### config.mk
export PLATFORM = sky130hd
export DESIGN_NAME = sd_spi_host_controller_unit
export DESIGN_NICKNAME = d
export VERILOG_FILES = /design/src/rtl/core/sdspi_pkg.sv /design/src/rtl/core/sd_spi_host_controller_unit.sv /design/src/rtl/core/sdspi_frame.sv
export SDC_FILE = /design/constraint.sdc
export NUM_CORES = 1
export LEC_CHECK = 0
export CAP_MARGIN = 20
export CELL_PAD_IN_SITES_DETAIL_PLACEMENT = 1
export CELL_PAD_IN_SITES_GLOBAL_PLACEMENT = 1
export CORE_MARGIN = 5
export CORE_UTILIZATION = 30
export DETAILED_ROUTE_END_ITERATION = 10
export DONT_BUFFER_PORTS = 1
export GPL_TIMING_DRIVEN = 1
export PLACE_DENSITY = 0.58
export SYNTH_ARGS = -nofsm -noshare
export SYNTH_HDL_FRONTEND = slang
export SYNTH_SLANG_ARGS = --single-unit
### constraint.sdc
create_clock -name aclk -period 7.77 [get_ports aclk]
set_clock_uncertainty 0.1 [all_clocks]
set_input_delay 0 -clock aclk [delete_from_list [all_inputs] [get_ports aclk]]
set_output_delay 0 -clock aclk [all_outputs]
set_load 0.05 [all_outputs]
### src/rtl/core/sdspi_pkg.sv
// Package for the SPI-mode SD card host: payload structs, request codes,
// phase codes and command bytes. No dependencies.
package sdspi_pkg;

    typedef struct packed {
        logic [2:0]  req_type;
        logic [31:0] sector_address;
        logic [8:0]  read_offset;
        logic [9:0]  read_count;
        logic [7:0]  data_byte;
    } in_item_t;

    typedef struct packed {
        logic       tx_valid;
        logic [7:0] tx_byte;
        logic       cs_active;
        logic       slow_clock;
        logic       rd_valid;
        logic [7:0] rd_byte;
        logic       done_res;
        logic [1:0] status;
        logic [2:0] card_kind;
    } out_item_t;

    localparam logic [2:0] REQ_INIT   = 3'd0;
    localparam logic [2:0] REQ_READ   = 3'd1;
    localparam logic [2:0] REQ_WSTART = 3'd2;
    localparam logic [2:0] REQ_WBYTE  = 3'd3;
    localparam logic [2:0] REQ_WFIN   = 3'd4;
    localparam logic [2:0] REQ_CARD   = 3'd5;
    localparam logic [2:0] REQ_TICK   = 3'd6;

    localparam logic [2:0] CFG_RESP_POLL  = 3'd0;
    localparam logic [2:0] CFG_INIT_RETRY = 3'd1;
    localparam logic [2:0] CFG_TOKEN_TO   = 3'd2;
    localparam logic [2:0] CFG_BUSY_POLL  = 3'd3;
    localparam logic [2:0] CFG_RETRY_DLY  = 3'd4;

    localparam logic [1:0] ST_OK    = 2'd0;
    localparam logic [1:0] ST_ERR   = 2'd1;
    localparam logic [1:0] ST_NOINIT = 2'd2;

    localparam logic [2:0] KIND_NONE = 3'd0;
    localparam logic [2:0] KIND_MMC  = 3'd1;
    localparam logic [2:0] KIND_SD1  = 3'd2;
    localparam logic [2:0] KIND_SD2B = 3'd3;
    localparam logic [2:0] KIND_SD2H = 3'd4;

    localparam logic [7:0] CMD0   = 8'h40;
    localparam logic [7:0] CMD1   = 8'h41;
    localparam logic [7:0] CMD8   = 8'h48;
    localparam logic [7:0] CMD16  = 8'h50;
    localparam logic [7:0] CMD17  = 8'h51;
    localparam logic [7:0] CMD24  = 8'h58;
    localparam logic [7:0] CMD55  = 8'h77;
    localparam logic [7:0] CMD58  = 8'h7A;
    localparam logic [7:0] ACMD41 = 8'hE9;

    localparam logic [7:0] TOKEN_START = 8'hFE;
    localparam logic [7:0] FILL_BYTE   = 8'hFF;

    typedef enum logic [4:0] {
        P_IDLE, P_RESET, P_CMD_FRAME, P_CMD_POLL, P_RETRY_WAIT,
        P_I_CMD0, P_I_CMD8, P_I_OCR8, P_I_LOOP, P_I_CMD58, P_I_OCR58,
        P_I_PROBE, P_I_CMD16, P_I_FINAL,
        P_R_CMD, P_R_TOKEN, P_R_DATA,
        P_W_CMD, P_W_GAP, P_W_TOKEN, P_W_BYTE,
        P_F_FILL, P_F_RESP, P_F_BUSY, P_BUSY_WAIT, P_FINAL
    } phase_t;

endpackage

### src/rtl/core/sd_spi_host_controller_unit.sv
// Top level of the SPI-mode SD/MMC card host controller.
// Depends on sdspi_pkg and sdspi_frame.
//
//  channel | direction | payload        | handshake
//  s_      | in        | in_item_t      | s_valid / s_ready
//  m_      | out       | out_item_t     | m_valid / m_ready
//  cfg     | in        | index, data    | cfg_valid / cfg_ready
//
// Each item is handled by the combinational phase logic between the input
// and the result register; one item per cycle while results are taken.
// A full result register with a stalled consumer holds the input back.
// aresetn clears phase and counters and loads the default limits.
module sd_spi_host_controller_unit #(
    parameter int SECTOR_BYTES = 512
) (
    input  logic                 aclk,
    input  logic                 aresetn,
    input  logic                 s_valid,
    output logic                 s_ready,
    input  sdspi_pkg::in_item_t  s_data,
    output logic                 m_valid,
    input  logic                 m_ready,
    output sdspi_pkg::out_item_t m_data,
    input  logic                 cfg_valid,
    output logic                 cfg_ready,
    input  logic [2:0]           cfg_index,
    input  logic [31:0]          cfg_data
);

    localparam int CW = $clog2(SECTOR_BYTES + 3);

    logic [7:0]  resp_lim_reg;
    logic [15:0] retry_lim_reg, token_to_reg, busy_lim_reg, delay_reg;

    sdspi_pkg::phase_t phase_reg, phase_next, ret_reg, ret_next;
    logic [2:0]  kind_reg, kind_next, pend_reg, pend_next, fidx_reg, fidx_next;
    logic [31:0] arg_reg, arg_next, ocr_reg, ocr_next;
    logic [15:0] poll_reg, poll_next, retry_reg, retry_next, dly_reg, dly_next;
    logic [CW-1:0] bcnt_reg, bcnt_next, dleft_reg, dleft_next, wleft_reg, wleft_next;
    logic        wopen_reg, wopen_next, prefix_reg, prefix_next, initaft_reg, initaft_next;
    logic        cs_reg, cs_next, slow_reg, slow_next;
    logic [7:0]  cmd_reg, cmd_next;
    logic [1:0]  endst_reg, endst_next;

    logic        any, tx, rd, done;
    logic [7:0]  txb, rdb;
    logic [1:0]  st;
    logic [7:0]  fbyte;
    logic [2:0]  fidx_q;
    logic [31:0] addr;
    logic [15:0] poll_dec;
    logic [7:0]  b;

    sdspi_pkg::out_item_t res;
    logic        m_valid_reg;
    sdspi_pkg::out_item_t m_data_reg;

    assign s_ready   = !m_valid_reg || m_ready;
    assign cfg_ready = 1'b1;
    assign m_valid   = m_valid_reg;
    assign m_data    = m_data_reg;
    assign b         = s_data.data_byte;
    assign addr      = (kind_reg == sdspi_pkg::KIND_SD2H) ? s_data.sector_address
                                                          : {s_data.sector_address[22:0], 9'd0};
    assign fidx_q    = fidx_reg + 3'd1;
    assign poll_dec  = poll_reg - 16'd1;

    sdspi_frame u_frame (
        .idx(fidx_q), .prefix(prefix_reg), .cmd(cmd_reg), .arg(arg_reg),
        .frame_byte(fbyte)
    );

    // Step the phase machine on one accepted item
    always_comb begin
        phase_next = phase_reg; ret_next = ret_reg; kind_next = kind_reg;
        pend_next = pend_reg; fidx_next = fidx_reg; arg_next = arg_reg;
        ocr_next = ocr_reg; poll_next = poll_reg; retry_next = retry_reg;
        dly_next = dly_reg; bcnt_next = bcnt_reg; dleft_next = dleft_reg;
        wleft_next = wleft_reg; wopen_next = wopen_reg; prefix_next = prefix_reg;
        initaft_next = initaft_reg; cs_next = cs_reg; slow_next = slow_reg;
        cmd_next = cmd_reg; endst_next = endst_reg;
        tx = 1'b0; rd = 1'b0; done = 1'b0; txb = 8'd0; rdb = 8'd0; st = 2'd0;

        if (s_data.req_type == sdspi_pkg::REQ_CARD) begin
            case (phase_reg)
                sdspi_pkg::P_RESET: begin
                    bcnt_next = bcnt_reg + 1'b1;
                    if (bcnt_next < CW'(10)) begin
                        tx = 1'b1; txb = sdspi_pkg::FILL_BYTE;
                    end else begin
                        cmd_next = sdspi_pkg::CMD0; arg_next = 32'd0;
                        ret_next = sdspi_pkg::P_I_CMD0; prefix_next = 1'b0;
                        fidx_next = 3'd0; cs_next = 1'b0; tx = 1'b1;
                        txb = sdspi_pkg::FILL_BYTE; phase_next = sdspi_pkg::P_CMD_FRAME;
                    end
                end
                sdspi_pkg::P_CMD_FRAME: begin
                    tx = 1'b1;
                    if (fidx_reg < 3'd7) begin
                        fidx_next = fidx_q;
                        if (fidx_q == 3'd1) cs_next = 1'b1;
                        txb = fbyte;
                    end else begin
                        poll_next = {8'd0, resp_lim_reg};
                        txb = sdspi_pkg::FILL_BYTE; phase_next = sdspi_pkg::P_CMD_POLL;
                    end
                end
                sdspi_pkg::P_CMD_POLL: begin
                    if (b[7] && poll_dec[7:0] != 8'd0) begin
                        poll_next = {8'd0, poll_dec[7:0]};
                        tx = 1'b1; txb = sdspi_pkg::FILL_BYTE;
                    end else if (prefix_reg && b <= 8'd1) begin
                        prefix_next = 1'b0; fidx_next = 3'd0; cs_next = 1'b0;
                        tx = 1'b1; txb = sdspi_pkg::FILL_BYTE;
                        phase_next = sdspi_pkg::P_CMD_FRAME;
                    end else begin
                        // Response handling for the command's return phase
                        phase_next = ret_reg;
                        case (ret_reg)
                            sdspi_pkg::P_I_CMD0: begin
                                if (b == 8'd1) begin
                                    cmd_next = sdspi_pkg::CMD8; arg_next = 32'h1AA;
                                    ret_next = sdspi_pkg::P_I_CMD8;
                                    prefix_next = 1'b0; fidx_next = 3'd0; cs_next = 1'b0;
                                    tx = 1'b1; txb = sdspi_pkg::FILL_BYTE;
                                    phase_next = sdspi_pkg::P_CMD_FRAME;
                                end else begin
                                    pend_next = sdspi_pkg::KIND_NONE; cs_next = 1'b0;
                                    tx = 1'b1; txb = sdspi_pkg::FILL_BYTE;
                                    phase_next = sdspi_pkg::P_I_FINAL;
                                end
                            end
                            sdspi_pkg::P_I_CMD8: begin
                                tx = 1'b1; txb = sdspi_pkg::FILL_BYTE;
                                if (b == 8'd1) begin
                                    bcnt_next = '0; phase_next = sdspi_pkg::P_I_OCR8;
                                end else begin
                                    cmd_next = sdspi_pkg::ACMD41; arg_next = 32'd0;
                                    ret_next = sdspi_pkg::P_I_PROBE;
                                    prefix_next = 1'b1; fidx_next = 3'd0; cs_next = 1'b0;
                                    phase_next = sdspi_pkg::P_CMD_FRAME;
                                end
                            end
                            sdspi_pkg::P_I_PROBE: begin
                                pend_next = (b <= 8'd1) ? sdspi_pkg::KIND_SD1
                                                        : sdspi_pkg::KIND_MMC;
                                retry_next = retry_lim_reg;
                                cmd_next = (b <= 8'd1) ? sdspi_pkg::ACMD41 : sdspi_pkg::CMD1;
                                arg_next = 32'd0; ret_next = sdspi_pkg::P_I_LOOP;
                                prefix_next = (b <= 8'd1); fidx_next = 3'd0; cs_next = 1'b0;
                                tx = 1'b1; txb = sdspi_pkg::FILL_BYTE;
                                phase_next = sdspi_pkg::P_CMD_FRAME;
                            end
                            sdspi_pkg::P_I_LOOP: begin
                                if (b != 8'd0 && retry_reg != 16'd0) begin
                                    retry_next = retry_reg - 16'd1;
                                    if (delay_reg == 16'd0) begin
                                        prefix_next = cmd_reg[7]; fidx_next = 3'd0;
                                        cs_next = 1'b0; tx = 1'b1; txb = sdspi_pkg::FILL_BYTE;
                                        phase_next = sdspi_pkg::P_CMD_FRAME;
                                    end else begin
                                        dly_next = delay_reg;
                                        phase_next = sdspi_pkg::P_RETRY_WAIT;
                                    end
                                end else if (b != 8'd0 || retry_reg == 16'd0) begin
                                    pend_next = sdspi_pkg::KIND_NONE; cs_next = 1'b0;
                                    tx = 1'b1; txb = sdspi_pkg::FILL_BYTE;
                                    phase_next = sdspi_pkg::P_I_FINAL;
                                end else begin
                                    if (pend_reg == sdspi_pkg::KIND_SD2B) begin
                                        cmd_next = sdspi_pkg::CMD58; arg_next = 32'd0;
                                        ret_next = sdspi_pkg::P_I_CMD58;
                                    end else begin
                                        cmd_next = sdspi_pkg::CMD16;
                                        arg_next = 32'(SECTOR_BYTES);
                                        ret_next = sdspi_pkg::P_I_CMD16;
                                    end
                                    prefix_next = 1'b0; fidx_next = 3'd0; cs_next = 1'b0;
                                    tx = 1'b1; txb = sdspi_pkg::FILL_BYTE;
                                    phase_next = sdspi_pkg::P_CMD_FRAME;
                                end
                            end
                            sdspi_pkg::P_I_CMD58: begin
                                tx = 1'b1; txb = sdspi_pkg::FILL_BYTE;
                                if (b == 8'd0) begin
                                    bcnt_next = '0; phase_next = sdspi_pkg::P_I_OCR58;
                                end else begin
                                    pend_next = sdspi_pkg::KIND_NONE; cs_next = 1'b0;
                                    phase_next = sdspi_pkg::P_I_FINAL;
                                end
                            end
                            sdspi_pkg::P_I_CMD16: begin
                                pend_next = (b == 8'd0) ? pend_reg : sdspi_pkg::KIND_NONE;
                                cs_next = 1'b0; tx = 1'b1; txb = sdspi_pkg::FILL_BYTE;
                                phase_next = sdspi_pkg::P_I_FINAL;
                            end
                            sdspi_pkg::P_R_CMD: begin
                                tx = 1'b1; txb = sdspi_pkg::FILL_BYTE;
                                if (b == 8'd0) begin
                                    poll_next = token_to_reg;
                                    phase_next = sdspi_pkg::P_R_TOKEN;
                                end else begin
                                    endst_next = sdspi_pkg::ST_ERR; cs_next = 1'b0;
                                    phase_next = sdspi_pkg::P_FINAL;
                                end
                            end
                            sdspi_pkg::P_W_CMD: begin
                                if (b == 8'd0) begin
                                    tx = 1'b1; txb = sdspi_pkg::FILL_BYTE;
                                    phase_next = sdspi_pkg::P_W_GAP;
                                end else begin
                                    done = 1'b1; st = sdspi_pkg::ST_ERR;
                                    phase_next = sdspi_pkg::P_IDLE;
                                end
                            end
                            default: phase_next = sdspi_pkg::P_IDLE;
                        endcase
                    end
                end
                sdspi_pkg::P_I_OCR8, sdspi_pkg::P_I_OCR58: begin
                    ocr_next = {ocr_reg[23:0], b};
                    bcnt_next = bcnt_reg + 1'b1;
                    tx = 1'b1; txb = sdspi_pkg::FILL_BYTE;
                    if (bcnt_next < CW'(4)) begin
                    end else if (phase_reg == sdspi_pkg::P_I_OCR58) begin
                        pend_next = ocr_next[30] ? sdspi_pkg::KIND_SD2H : sdspi_pkg::KIND_SD2B;
                        cs_next = 1'b0; phase_next = sdspi_pkg::P_I_FINAL;
                    end else if (ocr_next[15:0] == 16'h01AA) begin
                        pend_next = sdspi_pkg::KIND_SD2B; retry_next = retry_lim_reg;
                        cmd_next = sdspi_pkg::ACMD41; arg_next = 32'h4000_0000;
                        ret_next = sdspi_pkg::P_I_LOOP; prefix_next = 1'b1;
                        fidx_next = 3'd0; cs_next = 1'b0;
                        phase_next = sdspi_pkg::P_CMD_FRAME;
                    end else begin
                        pend_next = sdspi_pkg::KIND_NONE; cs_next = 1'b0;
                        phase_next = sdspi_pkg::P_I_FINAL;
                    end
                end
                sdspi_pkg::P_I_FINAL: begin
                    kind_next = pend_reg;
                    if (pend_reg != sdspi_pkg::KIND_NONE) slow_next = 1'b0;
                    done = 1'b1;
                    st = (pend_reg != sdspi_pkg::KIND_NONE) ? sdspi_pkg::ST_OK
                                                            : sdspi_pkg::ST_NOINIT;
                    phase_next = sdspi_pkg::P_IDLE;
                end
                sdspi_pkg::P_R_TOKEN: begin
                    if (b == 8'hFF && poll_dec != 16'd0) begin
                        poll_next = poll_dec; tx = 1'b1; txb = sdspi_pkg::FILL_BYTE;
                    end else begin
                        if (b == 8'hFF) poll_next = poll_dec;
                        tx = 1'b1; txb = sdspi_pkg::FILL_BYTE;
                        if (b == sdspi_pkg::TOKEN_START) begin
                            poll_next = 16'(SECTOR_BYTES + 2);
                            phase_next = sdspi_pkg::P_R_DATA;
                        end else begin
                            endst_next = sdspi_pkg::ST_ERR; cs_next = 1'b0;
                            phase_next = sdspi_pkg::P_FINAL;
                        end
                    end
                end
                sdspi_pkg::P_R_DATA: begin
                    if (bcnt_reg != '0) bcnt_next = bcnt_reg - 1'b1;
                    else if (dleft_reg != '0) begin
                        rd = 1'b1; rdb = b; dleft_next = dleft_reg - 1'b1;
                    end
                    poll_next = poll_dec;
                    tx = 1'b1; txb = sdspi_pkg::FILL_BYTE;
                    if (poll_dec == 16'd0) begin
                        endst_next = sdspi_pkg::ST_OK; cs_next = 1'b0;
                        phase_next = sdspi_pkg::P_FINAL;
                    end
                end
                sdspi_pkg::P_W_GAP: begin
                    tx = 1'b1; txb = sdspi_pkg::TOKEN_START;
                    phase_next = sdspi_pkg::P_W_TOKEN;
                end
                sdspi_pkg::P_W_TOKEN: begin
                    wleft_next = CW'(SECTOR_BYTES); wopen_next = 1'b1;
                    done = 1'b1; st = sdspi_pkg::ST_OK; phase_next = sdspi_pkg::P_IDLE;
                end
                sdspi_pkg::P_W_BYTE: begin
                    done = 1'b1; st = sdspi_pkg::ST_OK; phase_next = sdspi_pkg::P_IDLE;
                end
                sdspi_pkg::P_F_FILL: begin
                    tx = 1'b1;
                    if (bcnt_reg != '0) begin
                        bcnt_next = bcnt_reg - 1'b1; txb = 8'h00;
                    end else begin
                        txb = sdspi_pkg::FILL_BYTE; phase_next = sdspi_pkg::P_F_RESP;
                    end
                end
                sdspi_pkg::P_F_RESP: begin
                    tx = 1'b1; txb = sdspi_pkg::FILL_BYTE;
                    if (b[4:0] == 5'h05) begin
                        poll_next = busy_lim_reg; phase_next = sdspi_pkg::P_F_BUSY;
                    end else begin
                        endst_next = sdspi_pkg::ST_ERR; cs_next = 1'b0;
                        phase_next = sdspi_pkg::P_FINAL;
                    end
                end
                sdspi_pkg::P_F_BUSY: begin
                    if (b != 8'hFF && poll_reg != 16'd0) begin
                        poll_next = poll_dec;
                        if (delay_reg == 16'd0) begin
                            tx = 1'b1; txb = sdspi_pkg::FILL_BYTE;
                        end else begin
                            dly_next = delay_reg; phase_next = sdspi_pkg::P_BUSY_WAIT;
                        end
                    end else begin
                        endst_next = (poll_reg != 16'd0) ? sdspi_pkg::ST_OK : sdspi_pkg::ST_ERR;
                        cs_next = 1'b0; tx = 1'b1; txb = sdspi_pkg::FILL_BYTE;
                        phase_next = sdspi_pkg::P_FINAL;
                    end
                end
                sdspi_pkg::P_FINAL: begin
                    if (initaft_reg) begin
                        initaft_next = 1'b0; cs_next = 1'b0; slow_next = 1'b1;
                        bcnt_next = '0; tx = 1'b1; txb = sdspi_pkg::FILL_BYTE;
                        phase_next = sdspi_pkg::P_RESET;
                    end else begin
                        done = 1'b1; st = endst_reg; phase_next = sdspi_pkg::P_IDLE;
                    end
                end
                default: ;
            endcase
        end else if (s_data.req_type == sdspi_pkg::REQ_TICK) begin
            if (phase_reg == sdspi_pkg::P_RETRY_WAIT || phase_reg == sdspi_pkg::P_BUSY_WAIT) begin
                dly_next = dly_reg - 16'd1;
                if (dly_next == 16'd0) begin
                    tx = 1'b1; txb = sdspi_pkg::FILL_BYTE;
                    if (phase_reg == sdspi_pkg::P_RETRY_WAIT) begin
                        prefix_next = cmd_reg[7]; fidx_next = 3'd0; cs_next = 1'b0;
                        phase_next = sdspi_pkg::P_CMD_FRAME;
                    end else begin
                        phase_next = sdspi_pkg::P_F_BUSY;
                    end
                end
            end
        end else if (phase_reg == sdspi_pkg::P_IDLE) begin
            case (s_data.req_type)
                sdspi_pkg::REQ_INIT: begin
                    tx = 1'b1; cs_next = 1'b0;
                    if (kind_reg != sdspi_pkg::KIND_NONE && wopen_reg) begin
                        initaft_next = 1'b1; bcnt_next = wleft_reg + 1'b1;
                        wleft_next = '0; wopen_next = 1'b0; txb = 8'h00;
                        cs_next = cs_reg; phase_next = sdspi_pkg::P_F_FILL;
                    end else begin
                        slow_next = 1'b1; bcnt_next = '0;
                        txb = sdspi_pkg::FILL_BYTE; phase_next = sdspi_pkg::P_RESET;
                    end
                end
                sdspi_pkg::REQ_READ: begin
                    if (s_data.read_count == 10'd0 ||
                        ({2'b0, s_data.read_offset} + {1'b0, s_data.read_count})
                            > 11'(SECTOR_BYTES)) begin
                        done = 1'b1; st = sdspi_pkg::ST_ERR;
                    end else begin
                        bcnt_next = CW'(s_data.read_offset);
                        dleft_next = CW'(s_data.read_count);
                        cmd_next = sdspi_pkg::CMD17; arg_next = addr;
                        ret_next = sdspi_pkg::P_R_CMD; prefix_next = 1'b0;
                        fidx_next = 3'd0; cs_next = 1'b0;
                        tx = 1'b1; txb = sdspi_pkg::FILL_BYTE;
                        phase_next = sdspi_pkg::P_CMD_FRAME;
                    end
                end
                sdspi_pkg::REQ_WSTART: begin
                    cmd_next = sdspi_pkg::CMD24; arg_next = addr;
                    ret_next = sdspi_pkg::P_W_CMD; prefix_next = 1'b0;
                    fidx_next = 3'd0; cs_next = 1'b0;
                    tx = 1'b1; txb = sdspi_pkg::FILL_BYTE;
                    phase_next = sdspi_pkg::P_CMD_FRAME;
                end
                sdspi_pkg::REQ_WBYTE: begin
                    if (wleft_reg != '0) begin
                        wleft_next = wleft_reg - 1'b1; tx = 1'b1; txb = s_data.data_byte;
                        phase_next = sdspi_pkg::P_W_BYTE;
                    end else begin
                        done = 1'b1; st = sdspi_pkg::ST_OK;
                    end
                end
                sdspi_pkg::REQ_WFIN: begin
                    initaft_next = 1'b0; bcnt_next = wleft_reg + 1'b1;
                    wleft_next = '0; wopen_next = 1'b0;
                    tx = 1'b1; txb = 8'h00; phase_next = sdspi_pkg::P_F_FILL;
                end
                default: ;
            endcase
        end

        if (done) phase_next = sdspi_pkg::P_IDLE;
        any = tx | rd | done;
        res.tx_valid = tx;  res.tx_byte = txb;
        res.cs_active = cs_next; res.slow_clock = slow_next;
        res.rd_valid = rd;  res.rd_byte = rdb;
        res.done_res = done; res.status = st;
        res.card_kind = kind_next;
    end

    // Hold limits, state and the result register
    always_ff @(posedge aclk) begin
        if (!aresetn) begin
            resp_lim_reg <= 8'd10; retry_lim_reg <= 16'd10000;
            token_to_reg <= 16'd40000; busy_lim_reg <= 16'd5000; delay_reg <= 16'd100;
            phase_reg <= sdspi_pkg::P_IDLE; ret_reg <= sdspi_pkg::P_IDLE;
            kind_reg <= '0; pend_reg <= '0; fidx_reg <= '0;
            arg_reg <= '0; ocr_reg <= '0; poll_reg <= '0; retry_reg <= '0;
            dly_reg <= '0; bcnt_reg <= '0; dleft_reg <= '0; wleft_reg <= '0;
            wopen_reg <= 1'b0; prefix_reg <= 1'b0; initaft_reg <= 1'b0;
            cs_reg <= 1'b0; slow_reg <= 1'b1; cmd_reg <= '0; endst_reg <= '0;
            m_valid_reg <= 1'b0;
        end else begin
            if (cfg_valid) begin
                case (cfg_index)
                    sdspi_pkg::CFG_RESP_POLL:  resp_lim_reg  <= cfg_data[7:0];
                    sdspi_pkg::CFG_INIT_RETRY: retry_lim_reg <= cfg_data[15:0];
                    sdspi_pkg::CFG_TOKEN_TO:   token_to_reg  <= cfg_data[15:0];
                    sdspi_pkg::CFG_BUSY_POLL:  busy_lim_reg  <= cfg_data[15:0];
                    sdspi_pkg::CFG_RETRY_DLY:  delay_reg     <= cfg_data[15:0];
                    default: ;
                endcase
            end
            if (m_valid_reg && m_ready) m_valid_reg <= 1'b0;
            if (s_valid && s_ready) begin
                phase_reg <= phase_next; ret_reg <= ret_next; kind_reg <= kind_next;
                pend_reg <= pend_next; fidx_reg <= fidx_next; arg_reg <= arg_next;
                ocr_reg <= ocr_next; poll_reg <= poll_next; retry_reg <= retry_next;
                dly_reg <= dly_next; bcnt_reg <= bcnt_next; dleft_reg <= dleft_next;
                wleft_reg <= wleft_next; wopen_reg <= wopen_next;
                prefix_reg <= prefix_next; initaft_reg <= initaft_next;
                cs_reg <= cs_next; slow_reg <= slow_next; cmd_reg <= cmd_next;
                endst_reg <= endst_next;
                if (any) m_valid_reg <= 1'b1;
            end
        end
    end

    // Capture the result payload
    always_ff @(posedge aclk) begin
        if (s_valid && s_ready && any) m_data_reg <= res;
    end

endmodule

### src/rtl/core/sdspi_frame.sv
// Command frame byte generator: picks byte i of a command frame.
// Depends on sdspi_pkg.
module sdspi_frame (
    input  logic [2:0]  idx,
    input  logic        prefix,
    input  logic [7:0]  cmd,
    input  logic [31:0] arg,
    output logic [7:0]  frame_byte
);

    logic [7:0]  code;
    logic [31:0] a;

    // Select the byte: fill, command, argument MSB first, then CRC
    always_comb begin
        code = prefix ? sdspi_pkg::CMD55 : {1'b0, cmd[6:0]};
        a    = prefix ? 32'd0 : arg;
        case (idx)
            3'd0, 3'd1: frame_byte = sdspi_pkg::FILL_BYTE;
            3'd2:       frame_byte = code;
            3'd3:       frame_byte = a[31:24];
            3'd4:       frame_byte = a[23:16];
            3'd5:       frame_byte = a[15:8];
            3'd6:       frame_byte = a[7:0];
            default: begin
                if (code == sdspi_pkg::CMD0)      frame_byte = 8'h95;
                else if (code == sdspi_pkg::CMD8) frame_byte = 8'h87;
                else                               frame_byte = 8'h01;
            end
        endcase
    end

endmodule
==> summary.txt <==
Yosys
  • Synth warn: 0
  • Xor and xnor area share after synthesis: 0.02071
  • Ys async rst share: 0
  • Mux contribution to synthesized area: 0.04142
  • Post-synth EDFFs: 26
  • Synthesized area: around 16000 µm²
  • Synth Area in Compound Gates: 0.2512
  • Seq/Total Area, Yosys: 0.3289
  • Cell variety after synth: 90
  • Mean Syn Cell Area: 7.392 µm²
  • Yosys reg bits: between 200 and 300
  • Adder-cell share of the synthesized area: 0.02227
  • Post-Synth Simple-Gate Area: 0.2870
  • Mapped Cells: between 2000 and 2500
  • Most used DFF post-synth: dfxtp_1
  • Largest family of logic cells by synthesized area: simple AND/OR/NAND/NOR gates
  • Syn nets: 2304

Hold path
  • Hold EP: wleft_reg[9]
  • Hold Startpoint: s_data[61]
  • HP Class: in -> reg
  • Hold Path Cell Cnt: 5

STA
  • Max Freq: 184.3 MHz
  • # setup viols final: 0
  • Crit path time final: around 5.4 ns
  • Final hold vios: 0
  • Setup TNS Final: 0 ns
  • Worst-margin pin slew: 1.121 ns
  • Relative slew slack: 0.2418
  • Fin crit share: 0.6985
  • Final Max Slew Viols: 0
  • RSZ-0062 raised after global routing: false

Place
  • Placer Congestion: between 0.9 and 1
  • Buffers on Ports: 0
  • DP HPWL: 44350 µm

Floorplanning
  • I/O pin cnt: between 100 and 150
  • Die Width: 241.4 µm
  • Floorplan row count: 84
  • Die height: about 240 µm
  • Core Area: 52870 µm²
  • Starting Density: 0.3040
  • Die ar.: 58300 µm²

Finish
  • Util after Layout: 0.3555
  • Max reg flops: 32
  • Share of cells above drive strength 1: 0.06193
  • Most frequent cells in the layout: 308 x nand2_1, 260 x nor2_1, 225 x dfxtp_1
  • # fillers: 6397
  • Area growth, synth to finish: 16.95%
  • Commonest non-fill, non-tap cell in the layout: nand2_1
  • Final nets: 2317

Pwr
  • P_int: between 2000 and 2500 µW
  • Maximum VDD drop: 0.0001438 V
  • Sw Share: 0.3271
  • Total power draw: 3711 µW
  • Share of total power in the clock network: 0.412
  • PD cells: 197.5 nW/µm²
  • Pleak: 0.006492 µW
  • Share of power burned in registers: 0.404
  • P_sw: 1214 µW
  • Logic pwr share: 0.183

Worst setup path
  • Worst path slowest cell: nor4b_1
  • Number of cells on the critical path: 10
  • Cell family with the largest share of critical-path delay: compound AO/OA/AOI/OAI gates
  • CP startpoint kind: flop
  • Worst Path Arrival: approximately 5.5 ns
  • CP max stage delay: roughly 0.94 ns
  • Worst R2R Path Depth: 10
  • Crit Path Max Fanout: 26
  • Reg2reg end: m_data[11]
  • WP buf/inv: 1
  • R2R Setup Slk: 2.34 ns
  • Worst r2r src: dly_reg[0]
  • Critical Path RT: 7.84 ns
  • Setup CP Type: reg -> reg
  • Crit path capture type: flop
  • Crit-path cells: inv_1 -> ha_1 -> o21bai_1 -> a211o_1 -> a311oi_1 -> nand4b_1 -> nor4b_1 -> nand3_1 -> a32o_1 -> a31oi_4

Route
  • Met3 wire len: 3025 µm
  • Met1 Wirelength: 29750 µm
  • 1st-iter DRT viols: roughly 1300
  • Met2 WL: 29990 µm
  • First drt pass iteration count: 6
  • DR top layer: met4
  • Final wirelength: 64500 µm
  • Avg WL per Cell: 22.21 µm
  • Drt via density: 5.723
  • Final ANT Viol Nets: 0
  • Vias: 16620
  • DRC Markers: 0

Flow run
  • # Max-Cap Violations: 0

Clocking
  • CTS resizes: 0
  • CTS tree: done
  • CTS Sinks: 251
  • # H-tree levels: 2
  • Clock latency on the worst-skew pair: 0.56 ns
  • Clock Pin Slew Worst Setup and Hold Paths: about 0.06 ns
  • Max Root-Sink Buffers: 3
  • CTS root buffer: clkbuf_16
  • Total CTS buffers: 34

Global routing
  • Overflow after GRT: 0
  • Largest net degree at the start of global routing: 100
  • Vias in the first global route: between 15000 and 20000
  • GR Util All Layers: 0.2136
  • Global-route wire length before repair: ~100000 µm
  • Initial antenna violation count: 5

Run status
  • Status: completed
## power groups by stage
stage          combinational [µW]  clock [µW]  sequential [µW]
2_1_floorplan                 463           0             1490
3_3_place_gp                  587           0             1530
3_5_place_dp                  601           0             1530
4_1_cts                       674        1580             1500
5_1_grt                       748        1620             1510
6_report                      681        1530             1500
## per-layer routing
metal,track usage,vias to the layer above
met5,0,-
met2,0.3468,384
li1,-,7945
met1,0.2920,8199
met4,0.07027,0
met3,0.03279,93
## cell usage after synthesis, drive strengths merged (18+ instances only)
cell type	count	area [µm²]
and3	22	137.6
edfxtp	26	780.8
a222oi	18	180.2
inv	42	157.6
nor3	49	245.2
nor2	262	983.4
xnor2	22	192.7
and2	26	162.6
nand2b	47	294.0
nand4	19	118.9
mux2i	62	620.6
dfxtp	225	4504
nand2	309	1160
nor4	31	209.0
nand3	79	395.4
o211ai	33	252.7
ha	27	337.8
a21oi	211	1056
a211oi	36	270.3
or4	20	150.1
o21ai	131	655.6
or3	18	112.6
a31oi	28	175.2
or2	20	125.1
clkbuf	143	536.8
## metrics by stage
stage	setup slack, ns	cell area (µm²)	hold WS (ns)	cells
3_3_place_gp	2.505	16550	0.002807	2725
3_5_place_dp	2.390	16560	0.003868	2726
4_1_cts	2.336	18730	0.0008389	2896
6_report	2.343	18790	0.02790	2904
5_1_grt	2.005	18790	0.06170	2903
2_1_floorplan	3.108	16070	0.02397	2174
## cells by family after synthesis
family | count (synthesis)
buf+inv | 200
simple gates | 965
flops | 251
xor+xnor | 38
other cells | 1
compound gates | 625
fa+ha+maj | 28
mux | 66
## final cells by class
cell class | count | area (µm²) | area share
multi-input cells | 1723 | 10080 | 0.5364
flip-flops and latches | 251 | 5285 | 0.2812
repair buffers | 135 | 1330 | 0.07077
clock buffers | 43 | 914.6 | 0.04867
well taps | 688 | 860.8 | 0.04580
inverters | 42 | 162.7 | 0.008655
clock inverters | 18 | 150.1 | 0.007989
diodes | 4 | 10.01 | 0.0005326
## worst register-to-register path: stages (launching register included)
cell and delay (ns):
dfxtp_1 0.52, inv_1 0.09, ha_1 0.34, o21bai_1 0.22, a211o_1 0.30, a311oi_1 0.40, nand4b_1 0.15, nor4b_1 0.94
nand3_1 0.68, a32o_1 0.51, a31oi_4 0.78
## worst max path at each step
stage / from / endpoint
after floorplan: dly_reg[0] / m_data[0]
after global routing: dly_reg[0] / m_data[23]
after global placement: dly_reg[0] / m_data[7]
after detailed placement: dly_reg[0] / m_data[23]
final: dly_reg[0] / m_data[11]
after CTS: dly_reg[0] / m_data[11]
## what timing repair did
item,4_1_cts,5_1_grt
setup buffers,0,0
hold buffers,109,1
endpoints found under the setup margin,0,0
hold endpoints to repair,231,1
Power figures use the tool's default switching activity.
